**src/sv/htok_pkg.sv**
```systemverilog
// ----------------------------------------------------------------------------
// htok_pkg
// Shared types and constants of the request head tokenizer: character codes,
// token kinds, event codes and the result beat layout.
// ----------------------------------------------------------------------------
`default_nettype none

package htok_pkg;

    localparam logic [7:0] CH_CR    = 8'd13;
    localparam logic [7:0] CH_LF    = 8'd10;
    localparam logic [7:0] CH_SP    = 8'd32;
    localparam logic [7:0] CH_COLON = 8'd58;

    localparam logic [2:0] TK_METHOD  = 3'd0;
    localparam logic [2:0] TK_URL     = 3'd1;
    localparam logic [2:0] TK_VERSION = 3'd2;
    localparam logic [2:0] TK_NAME    = 3'd3;
    localparam logic [2:0] TK_VALUE   = 3'd4;
    localparam logic [2:0] TK_NONE    = 3'd0;

    localparam logic [2:0] EV_TOKEN_END   = 3'd0;
    localparam logic [2:0] EV_HDR_ACCEPT  = 3'd1;
    localparam logic [2:0] EV_HDR_REJECT  = 3'd2;
    localparam logic [2:0] EV_REQ_DONE    = 3'd3;
    localparam logic [2:0] EV_MALFORMED   = 3'd4;

    localparam logic PHASE_REQ = 1'b0;
    localparam logic PHASE_HDR = 1'b1;

    localparam logic [1:0] FIELD_METHOD  = 2'd0;
    localparam logic [1:0] FIELD_VERSION = 2'd2;

    typedef struct packed {
        logic [2:0] token_kind;
        logic       is_data;
        logic [7:0] data_byte;
        logic [2:0] event_code;
        logic       last_of_run;
    } result_t;

    typedef struct packed {
        logic       phase;
        logic [1:0] line_field;
        logic       held_cr;
        logic       held_colon;
        logic       in_value;
        logic       name_nonempty;
        logic       value_nonempty;
        logic       line_nonempty;
    } parse_state_t;

endpackage

`default_nettype wire

```
**src/sv/http_request_head_tokenizer.sv**
```systemverilog
// ----------------------------------------------------------------------------
// http_request_head_tokenizer
// Splits an HTTP request head into tagged token bytes and marker events.
// ----------------------------------------------------------------------------
// One request byte is taken per cycle while s_ready is high. Each byte
// yields zero, one or two result beats, computed in the accept cycle and
// written into a 4-entry result queue that registers them for output.
// s_ready is high whenever the queue has at least two free entries, so with
// m_ready held high a byte is taken every cycle; line ends and released CR
// or colon bytes can add a second beat, which the queue absorbs.
`default_nettype none

module http_request_head_tokenizer (
    input  wire                 aclk,
    input  wire                 aresetn,
    input  wire                 s_valid,
    output logic                s_ready,
    input  wire  [7:0]          s_in_byte,
    output logic                m_valid,
    input  wire                 m_ready,
    output logic [2:0]          m_token_kind,
    output logic                m_is_data,
    output logic [7:0]          m_data_byte,
    output logic [2:0]          m_event_code,
    output logic                m_last_of_run
);
    import htok_pkg::*;

    localparam int QDEPTH = 4;

    parse_state_t state_reg, state_next;
    result_t      res [2];
    logic [1:0]   n_res;

    result_t      q_reg [QDEPTH];
    logic [1:0]   wr_ptr_reg, rd_ptr_reg;
    logic [2:0]   cnt_reg, cnt_next;
    logic         push, pop;

    function automatic result_t mk(input logic [2:0] kind, input logic isdata,
                                   input logic [7:0] b, input logic [2:0] ev);
        result_t r;
        r.token_kind  = kind;
        r.is_data     = isdata;
        r.data_byte   = b;
        r.event_code  = ev;
        r.last_of_run = 1'b0;
        return r;
    endfunction

    function automatic logic [2:0] cur_kind(input parse_state_t s);
        logic [2:0] k;
        if (s.phase == PHASE_REQ) begin
            k = {1'b0, s.line_field};
        end else begin
            k = s.in_value ? TK_VALUE : TK_NAME;
        end
        return k;
    endfunction

    // next parse state and the beats this byte produces
    always_comb begin
        parse_state_t s;
        logic         do_plain;
        s        = state_reg;
        do_plain = 1'b0;
        n_res    = 2'd0;
        res[0]   = '0;
        res[1]   = '0;

        if (s.held_cr) begin
            s.held_cr = 1'b0;
            if (s_in_byte == CH_LF) begin
                // end of line
                if (s.phase == PHASE_REQ) begin
                    if (s.line_nonempty) begin
                        res[n_res[0]] = mk({1'b0, s.line_field}, 1'b0, 8'd0,
                                           EV_TOKEN_END);
                        n_res = n_res + 2'd1;
                        if (s.line_field < FIELD_VERSION) begin
                            res[n_res[0]] = mk(TK_NONE, 1'b0, 8'd0, EV_MALFORMED);
                            n_res = n_res + 2'd1;
                        end
                        s.phase = PHASE_HDR;
                    end
                end else if (!s.line_nonempty) begin
                    res[n_res[0]] = mk(TK_NONE, 1'b0, 8'd0, EV_REQ_DONE);
                    n_res = n_res + 2'd1;
                    s.phase = PHASE_REQ;
                end else if (s.in_value) begin
                    res[n_res[0]] = mk(TK_VALUE, 1'b0, 8'd0, EV_TOKEN_END);
                    n_res = n_res + 2'd1;
                    res[n_res[0]] = mk(TK_NONE, 1'b0, 8'd0,
                        (s.name_nonempty && s.value_nonempty) ? EV_HDR_ACCEPT
                                                              : EV_HDR_REJECT);
                    n_res = n_res + 2'd1;
                end else begin
                    res[n_res[0]] = mk(TK_NAME, 1'b0, 8'd0, EV_TOKEN_END);
                    n_res = n_res + 2'd1;
                    res[n_res[0]] = mk(TK_NONE, 1'b0, 8'd0, EV_HDR_REJECT);
                    n_res = n_res + 2'd1;
                end
                if (s.phase != state_reg.phase || s.phase == PHASE_HDR) begin
                    s.line_field = FIELD_METHOD;
                end
                if (s.phase != state_reg.phase) begin
                    s.line_field = FIELD_METHOD;
                end
                s.held_colon     = 1'b0;
                s.in_value       = 1'b0;
                s.name_nonempty  = 1'b0;
                s.value_nonempty = 1'b0;
                s.line_nonempty  = 1'b0;
            end else begin
                // release the held cr as data
                s.line_nonempty = 1'b1;
                res[n_res[0]] = mk(cur_kind(s), 1'b1, CH_CR, EV_TOKEN_END);
                n_res = n_res + 2'd1;
                if (s.phase == PHASE_HDR) begin
                    if (s.in_value) s.value_nonempty = 1'b1;
                    else            s.name_nonempty  = 1'b1;
                end
                do_plain = 1'b1;
            end
        end else if (s.held_colon) begin
            s.held_colon = 1'b0;
            if (s_in_byte == CH_SP) begin
                res[n_res[0]] = mk(TK_NAME, 1'b0, 8'd0, EV_TOKEN_END);
                n_res = n_res + 2'd1;
                s.in_value = 1'b1;
            end else begin
                res[n_res[0]] = mk(cur_kind(s), 1'b1, CH_COLON, EV_TOKEN_END);
                n_res = n_res + 2'd1;
                if (s.phase == PHASE_HDR) begin
                    if (s.in_value) s.value_nonempty = 1'b1;
                    else            s.name_nonempty  = 1'b1;
                end
                do_plain = 1'b1;
            end
        end else begin
            do_plain = 1'b1;
        end

        if (do_plain) begin
            if (s_in_byte == CH_CR) begin
                s.held_cr = 1'b1;
            end else begin
                s.line_nonempty = 1'b1;
                if (s.phase == PHASE_REQ && s_in_byte == CH_SP
                        && s.line_field < FIELD_VERSION) begin
                    res[n_res[0]] = mk({1'b0, s.line_field}, 1'b0, 8'd0,
                                       EV_TOKEN_END);
                    n_res = n_res + 2'd1;
                    s.line_field = s.line_field + 2'd1;
                end else if (s.phase == PHASE_HDR && s_in_byte == CH_COLON
                        && !s.in_value) begin
                    s.held_colon = 1'b1;
                end else begin
                    res[n_res[0]] = mk(cur_kind(s), 1'b1, s_in_byte, EV_TOKEN_END);
                    n_res = n_res + 2'd1;
                    if (s.phase == PHASE_HDR) begin
                        if (s.in_value) s.value_nonempty = 1'b1;
                        else            s.name_nonempty  = 1'b1;
                    end
                end
            end
        end

        if (n_res == 2'd1) res[0].last_of_run = 1'b1;
        if (n_res == 2'd2) res[1].last_of_run = 1'b1;
        state_next = s;
    end

    assign s_ready  = (cnt_reg <= 3'(QDEPTH - 2));
    assign push     = s_valid && s_ready;
    assign m_valid  = (cnt_reg != 3'd0);
    assign pop      = m_valid && m_ready;
    assign cnt_next = cnt_reg + (push ? {1'b0, n_res} : 3'd0) - {2'b00, pop};

    always_ff @(posedge aclk) begin
        if (!aresetn) begin
            state_reg  <= '0;
            wr_ptr_reg <= '0;
            rd_ptr_reg <= '0;
            cnt_reg    <= '0;
        end else begin
            if (push) begin
                state_reg  <= state_next;
                wr_ptr_reg <= wr_ptr_reg + n_res;
            end
            if (pop) rd_ptr_reg <= rd_ptr_reg + 2'd1;
            cnt_reg <= cnt_next;
        end
    end

    // result queue payload
    always_ff @(posedge aclk) begin
        if (push && n_res != 2'd0) q_reg[wr_ptr_reg] <= res[0];
        if (push && n_res == 2'd2) q_reg[wr_ptr_reg + 2'd1] <= res[1];
    end

    assign m_token_kind  = q_reg[rd_ptr_reg].token_kind;
    assign m_is_data     = q_reg[rd_ptr_reg].is_data;
    assign m_data_byte   = q_reg[rd_ptr_reg].data_byte;
    assign m_event_code  = q_reg[rd_ptr_reg].event_code;
    assign m_last_of_run = q_reg[rd_ptr_reg].last_of_run;

endmodule

`default_nettype wire

```
**config.mk**
```make
export PLATFORM = sky130hd
export DESIGN_NAME = http_request_head_tokenizer
export DESIGN_NICKNAME = d
export VERILOG_FILES = /design/src/sv/htok_pkg.sv /design/src/sv/http_request_head_tokenizer.sv
export SDC_FILE = /design/constraint.sdc
export NUM_CORES = 1
export LEC_CHECK = 0
export ABC_AREA = 1
export BUFFER_PORTS_ARGS = -buffer_cell sky130_fd_sc_hd__buf_2
export CORE_MARGIN = 2
export CORE_UTILIZATION = 35
export DETAILED_ROUTE_END_ITERATION = 10
export PLACE_DENSITY = 0.48
export SETUP_SLACK_MARGIN = 0.1
export SYNTH_ARGS = -nofsm -noshare
export SYNTH_HDL_FRONTEND = slang
export SYNTH_SLANG_ARGS = --single-unit
```
**constraint.sdc**
```tcl
create_clock -name aclk -period 5.9 [get_ports aclk]
set_clock_uncertainty 0.2 [all_clocks]
set_input_delay 1.18 -clock aclk [delete_from_list [all_inputs] [get_ports aclk]]
set_output_delay 1.18 -clock aclk [all_outputs]
set_load 0.05 [all_outputs]
```
# Word level (Yosys, flattened, before mapping)
# Memories as Yosys holds them, arrays and structs flattened. A register that Yosys moved wholly into a read port is not among the register bits.
# Cells that the tools add are included.
dict set report word_totals {
  register_bits 16
  n_memories 1
  wordCells 131
  ram_bits 64
}
dict set report op_classes {
  n_bitwise 2
  n_mux 84
  addsub 7
  eq_ne 7
  order_cmp 5
  reduce_logical 14
}
# memory words width read_ports rd_ports_with_merged_regs wr line_no
set mem_list {}
lappend mem_list {q_reg 4 16 1 1 2 http_request_head_tokenizer.sv:35} ;# result_t q_reg [QDEPTH];
# op n
set op_table {}
lappend op_table {{$mux W32} 6}
lappend op_table {{$mux W16} 9}
lappend op_table {{$bwmux W32} 2}
lappend op_table {{$mux W2} 24}
lappend op_table {{$mux W3} 13}
lappend op_table {{$mux W31} 1}
lappend op_table {{$mux W1} 24}
lappend op_table {{$demux W16 S1} 1}
lappend op_table {{$eq A8 B4 Y1 const B} 2}
lappend op_table {{$eq A8 B6 Y1 const B} 2}
lappend op_table {{$mux W4} 4}
lappend op_table {{$logic_and A1 B1 Y1} 10}
lappend op_table {{$add A2 B1 Y2 const B} 4}
lappend op_table {{$lt A2 B2 Y1 const B} 2}
lappend op_table {{$add A3 B2 Y3} 1}
lappend op_table {{$le A3 B2 Y1 const B} 1}
lappend op_table {{$reduce_bool A3 Y1} 1}
lappend op_table {{$sub A3 B1 Y3} 1}
lappend op_table {{$add A2 B2 Y2} 1}
lappend op_table {{$eq A2 B1 Y1 const B} 1}
lappend op_table {{$eq A2 B2 Y1 const B} 1}
lappend op_table {{$ge A2 B2 Y1 const B} 1}
lappend op_table {{$lt A2 B1 Y1 const B} 1}
lappend op_table {{$not A1 Y2} 1}
lappend op_table {{other kinds (5)} 5}

# Longest topological paths before layout
# Gate-level depths: netlist of run 1.
dict set report logic_depth {
  ltp_word 21
  mapped_depth 21
}

# Worst setup path after synthesis of run 1
# No wires, ideal clock.
dict set report synth_timing {
  kind {input to register}
  start {in s_in_byte[6]}
  end {reg cnt_reg[2]}
  setup_ns 0.120
  arrival_ns 3.630
  setup_slack_ns 1.950
  required_time_ns 5.580
  cell_stages 21
  cell_sequence {nor2_4 nand2_4 inv_2 nand3_2 nand2_1 nand2_1 inv_2 nand3_4 ha_1 o21bai_1 nand3_1 nand2_2 nand2_1 ha_1 inv_1 ha_1 inv_1 fa_1 xor2_1 inv_1 nor2_1}
}
dict set report synth_between {
  elab_chain_len 13
  word_cells_on_any_way 31
}
# element line_no
set synth_rtl {}
lappend synth_rtl {{from (decl)} http_request_head_tokenizer.sv:18} ;# input wire [7:0] s_in_byte,
lappend synth_rtl {{parallel branches: the longest is 9 deep, another holds $add A2 B1 Y2} -}
lappend synth_rtl {{$mux W2 (*)} http_request_head_tokenizer.sv:144} ;# if (do_plain) begin
lappend synth_rtl {{$mux W2 (*)} http_request_head_tokenizer.sv:178} ;# assign cnt_next = cnt_reg + (push ? {1'b0, n_res} : 3'd0) - {2'b00, pop};
lappend synth_rtl {{$add A3 B2 Y3 (*)} http_request_head_tokenizer.sv:178}
lappend synth_rtl {{$sub A3 B1 Y3 (*)} http_request_head_tokenizer.sv:178}
lappend synth_rtl {{to (signal assigned)} http_request_head_tokenizer.sv:192} ;# cnt_reg <= cnt_next;
lappend synth_rtl {{to (decl)} http_request_head_tokenizer.sv:37} ;# logic [2:0] cnt_reg, cnt_next;
# Mark *: on every way between the ends.
# A chain may end at the register's enable or synchronous reset.

==> results.yml, run 1 <==
outcome:
  outcome: "finished, final reports clean"
logic_synthesis:
  syn_avg_cell_area_sq_um: 7.836
  synth_top_area_cell: "edfxtp_1"
  synth_most_common_cell: "nand2_1"
  synth_nets: 628
  yosys_warnings: 0
  ys_seq_area_share_pct: 47.90
  synth_flop_cell: "edfxtp_1"
  ys_ff_latch: 82
  async_flop_share_pct: 0
  synth_top_area_share_pct: 40.34
  synth_area_leaders: "edfxtp_1 (40%), nand2_1 (13%), nand3_1 (8.0%)"
  syn-instance-count: 608
  synth_edf_count: 64
  synth_cell_types: 32
  netlist_area_sq_um: 4765
  yosys-top-cells-count: "nand2_1 (162), nand3_1 (76), nor2_1 (75), edfxtp_1 (64), o21ai_0 (53)"
place:
  place.gp.congestion: 0.8480
  dp_hpwl_microns: 9684
  placedCellCount: 798
  numPortBuffers: 29
drt:
  vias_per_cell: 5.097
  drt_iter0_drc: 260
  vias: 4139
  antenna_left: 0
  drc: 0
  drtPass1Iterations: 5
  drt_wl_total_microns: 13390
  wl_per_cell_microns: 16.49
final_layout:
  syn_to_final_growth_pct: 11.66
  drive_gt1_share_pct: 12.42
  largest_register_ffs: 64
  layout.nets: 653
  fillers: 1373
  stdcell_count: 812
  antenna_cells: 0
floorplanning:
  num_io_pins: 30
  rows: 42
  die_h_microns: 120.7
  core_area_sq_um: 13240
  die_x_microns: 120.7
  dieArea_sq_um: 14560
  initial_core_util_pct: 35.98
power_and_ir_drop:
  leakage_nw: 2.269
  power_density_nw_per_um2: 350.8
  vdd_drop_max_uv: 170.0
sta:
  max_freq_mhz: 226.9
  hold_viol: 0
  drv_slew: 0
  setup_violations: 0
  worstMarginPinSlew_ns: 0.9531
  min_period_over_period_pct: 74.68
  setup-tns-final_ns: 0
  rsz0062_at_grt: "no"
  min_period_ns: 4.406
  slew_headroom_pct: 36.31
critical_path:
  critPathKind: "input port to flip-flop"
  cp_max_fo: 34
  start_kind: "input port"
  worstPathRequired_ns: 5.67
  end_kind: "flip-flop"
  cp.arrival_ns: 4.18
clock_tree:
  cts_sinks: 82
  insertion_delay_ns: 0.35
  cts_resized: 0
  post_cts_buffers: 0
  ctsHtreeMaxLevel: 3
  clock_path_buffers: 2
  cts_tree: "done"
  cts_hold_buf: 0
  numCtsBuffers: 9
  ctsRootBufferMaster: "clkbuf_16"
  clk_pin_slew_ns: 0.05
grt:
  overflow: 0
  grt_max_degree: 35
  grt_first_pass_wirelength_microns: 21450
  grt_pass1_vias: 4017
  grt_usage_pct: 19.62
  antenna_found_initial: 0
job:
  drv_cap: 0
worst_hold_path:
  hold_class: "flip-flop to flip-flop"
[cells in the final DEF, fill, tap and decap left out, types with 3 or more instances in the layout]
cell	instances
nand2_1	162
nand3_1	76
nor2_1	75
edfxtp_1	64
o21ai_0	53
inv_1	41
buf_2	29
a21oi_1	19
dfxtp_1	18
o22ai_1	17
buf_4	11
nand2_2	9
clkbuf_16	9
inv_2	8
ha_1	7
nor3_1	4
nand4_1	4
nor2_4	3
a31oi_1	3
[final cells by class]
cell class	count	area, sq um	area share, %
clock inverters	4	21.27	0.3998
clock buffers	10	229.0	4.304
well taps	176	220.2	4.139
flip-flops and latches	82	2282	42.90
inverters	49	183.9	3.457
repair buffers	40	227.7	4.280
multi-input cells	451	2156	40.52
[power breakdown]
group / switching, mW / leakage (nW) / internal (mW) / total [mW]
combinational: 0.492 / 1.43 / 0.156 / 0.648
clock: 0.210 / 0.123 / 0.277 / 0.487
sequential: 0.0340 / 0.719 / 0.697 / 0.731
total: 0.736 / 2.27 / 1.13 / 1.87
[routing by layer]
layer / global-route usage, % / part of all wire (%) / up-vias
met5: 0 / 0 / -
met4: 8.212 / 3.1 / 0
met3: 4.906 / 5.8 / 26
met2: 32.03 / 47 / 100
met1: 24.73 / 44 / 1915
li1: - / - / 2098
[worst paths after layout]
kind / slack (ns) / end / startpoint / cells past startpoint
worst min register to register: 0.27 / rd_ptr_reg[1]$_SDFFE_PN0P_ / rd_ptr_reg[1]$_SDFFE_PN0P_ / 2
worst max-delay path: 1.49 / q_reg[2][5]$_DFFE_PP_ / s_in_byte[6] / 17
worst max register to register: 2.20 / q_reg[2][5]$_DFFE_PP_ / state_reg[5]$_SDFFE_PN0P_ / 13
worst min-delay path: 0.27 / rd_ptr_reg[1]$_SDFFE_PN0P_ / rd_ptr_reg[1]$_SDFFE_PN0P_ / 2
[per-stage QoR]
| step | hold WS, ns | util, % | total power, mW | cell area [sq um] | setup slack, ns |
|---|---|---|---|---|---|
| after floorplan | 0.2362 | - | 1.228 | 4765 | 1.950 |
| after global placement | 0.2512 | 38.28 | 1.402 | 5070 | 1.300 |
| after detailed placement | 0.2585 | 38.28 | 1.398 | 5070 | 1.121 |
| after CTS | 0.2688 | 40.17 | 1.890 | 5320 | 1.487 |
| after global routing | 0.2945 | 40.17 | 1.979 | 5320 | 1.189 |
| final | 0.2722 | 40.17 | 1.866 | 5320 | 1.494 |
[critical path: stages]
cell and delay, ns:
buf_2 0.13, nor2_4 0.17, nand2_4 0.09, inv_2 0.08
nand3_2 0.15, nand2_1 0.11, nand2_1 0.12, inv_2 0.11
nand3_4 0.09, ha_1 0.30, o21bai_1 0.15, nand3_1 0.10
nand2_2 0.11, nor2_4 0.10, buf_4 0.31, nand2_2 0.25
nand2_1 0.61
[cells by family (layout without fill, tap and decap cells)]
group | Yosys count | count (layout) | synth area share [%]
AO/OA/AOI/OAI | 97 | 97 | 10.90
XOR/XNOR | 2 | 2 | 0.3677
adder cells (fa/ha/maj) | 8 | 8 | 2.258
buffers and inverters | 75 | 103 | 6.854
flip-flops | 82 | 82 | 47.90
AND/OR/NAND/NOR | 344 | 344 | 31.72
Note: power is estimated with default switching activity, not from simulation.
==> inputs of run 2 (changes only) <==
--- a/config.mk
+++ b/config.mk
@@ -10,7 +10,7 @@
 export CORE_MARGIN = 2
 export CORE_UTILIZATION = 35
 export DETAILED_ROUTE_END_ITERATION = 10
-export PLACE_DENSITY = 0.48
+export PLACE_DENSITY = 0.5
 export SETUP_SLACK_MARGIN = 0.1
 export SYNTH_ARGS = -nofsm -noshare
 export SYNTH_HDL_FRONTEND = slang
==> constraint.sdc (replaced) <==
create_clock -name aclk -period 3.63 [get_ports aclk]
set_clock_uncertainty 0.2 [all_clocks]
set_input_delay 0.726 -clock aclk [delete_from_list [all_inputs] [get_ports aclk]]
set_output_delay 0.726 -clock aclk [all_outputs]
set_load 0.05 [all_outputs]
==> results.yml, run 2 (synthesized netlist as in run 1, its figures left out) <==
clock_tree:
  cts_sinks: 82
  cts_resized: 0
  cts_tree: "done"
  clock_path_buffers: 2
  post_cts_buffers: 0
  ctsRootBufferMaster: "clkbuf_16"
  insertion_delay_ns: 0.35
  ctsHtreeMaxLevel: 3
  clk_pin_slew_ns: 0.06
  cts_hold_buf: 0
  numCtsBuffers: 9
critical_path:
  critPathKind: "input port to flip-flop"
  end_kind: "flip-flop"
  worstPathRequired_ns: 3.66
  cp.arrival_ns: 3.28
  start_kind: "input port"
  cp_max_fo: 3
drt:
  drc: 0
  vias: 4251
  drt_wl_total_microns: 13780
  antenna_left: 0
  drtPass1Iterations: 4
  vias_per_cell: 5.037
  wl_per_cell_microns: 16.33
  drt_iter0_drc: 272
sta:
  worstMarginPinSlew_ns: 0.6647
  max_freq_mhz: 307.3
  rsz0062_at_grt: "no"
  setup_violations: 0
  hold_viol: 0
  min_period_over_period_pct: 89.66
  setup-tns-final_ns: 0
  drv_slew: 0
  min_period_ns: 3.255
  whs_ns: 0.2638
  slew_headroom_pct: 55.39
floorplanning:
  dieArea_sq_um: 14560
  core_area_sq_um: 13240
  die_x_microns: 120.7
  rows: 42
  die_h_microns: 120.7
  initial_core_util_pct: 35.98
  num_io_pins: 30
final_layout:
  syn_to_final_growth_pct: 17.65
  final_cell_mix: "nand2_1 (162), nand3_1 (76), nor2_1 (75)"
  layout.nets: 684
  antenna_cells: 0
  final_common_cell: "nand2_1"
  fin_util_pct: 42.33
  drive_gt1_share_pct: 16.47
  postLayoutCellArea_sq_um: 5605
  largest_register_ffs: 64
grt:
  antenna_found_initial: 0
  grt_usage_pct: 20.09
  overflow: 0
  grt_pass1_vias: 4223
  grt_max_degree: 37
  grt_first_pass_wirelength_microns: 22370
job:
  drv_cap: 0
worst_hold_path:
  hold_class: "flip-flop to flip-flop"
power_and_ir_drop:
  power_mw: 3.138
  leakage_nw: 2.430
  power_density_nw_per_um2: 559.9
  vdd_drop_max_uv: 385.3
place:
  detailed_place.area_sq_um: 5353
  numPortBuffers: 29
  place.gp.congestion: 0.9492
  dp_hpwl_microns: 9843
outcome:
  outcome: "finished, final reports clean"
[run 2: cell count changes in the layout (fill, tap and decap cells not counted)]
cell and change:
buf_4 +27, buf_12 +4, clkbuf_1 +1, clkinv_4 -1, clkinvlp_4 +1
[run 2: final timing paths]
kind,from,end,slack (ns),cells past startpoint
min,rd_ptr_reg[1]$_SDFFE_PN0P_,rd_ptr_reg[1]$_SDFFE_PN0P_,0.26,2
max reg2reg,state_reg[8]$_SDFFE_PN0P_,cnt_reg[2]$_SDFF_PN0_,0.41,19
min reg2reg,rd_ptr_reg[1]$_SDFFE_PN0P_,rd_ptr_reg[1]$_SDFFE_PN0P_,0.26,2
max,s_in_byte[4],cnt_reg[2]$_SDFF_PN0_,0.38,20
[run 2: power by group]
group / internal [mW] / switching [mW]
clock network: 0.454 / 0.369
logic: 0.293 / 0.825
registers: 1.13 / 0.0651
total: 1.88 / 1.26
[run 2: area by class of cell]
class                   count  area [sq um]
well taps                 176         220.2
flip-flops and latches     82          2282
repair buffers             71         510.5
multi-input cells         451          2156
fillers                  1389          7637
clock inverters             4         20.02
inverters                  49         183.9
clock buffers              11         232.7
[run 2: routing by layer]
layer	part of all wire, %	up-vias	GRT usage, %	wire length, microns
met5	0	-	0	0
met4	1.6	0	6.613	221
met3	4.6	18	3.868	636
met2	50	88	34.57	6873
met1	44	1981	25.31	6048
li1	-	2164	-	-
[run 2: metrics by stage]
stage          setup WS [ns]  std cells
6_report              0.3754        844
5_1_grt               0.1271        844
2_1_floorplan         0.1340        608
3_5_place_dp        0.001696        829
4_1_cts               0.3581        844
3_3_place_gp         0.05692        829
[run 2: worst max-delay path, cell delays in order]
cell	delay (ns)
buf_2	0.11
nor2_2	0.15
nand2_4	0.08
nor2_4	0.14
nand3_2	0.11
nand2_4	0.11
nand3_4	0.07
ha_1	0.27
o21bai_1	0.09
nand3_1	0.13
nand2_2	0.10
nand2_1	0.05
ha_1	0.27
inv_1	0.06
ha_1	0.13
inv_1	0.05
fa_1	0.37
xor2_1	0.17
inv_1	0.06
nor2_1	0.03
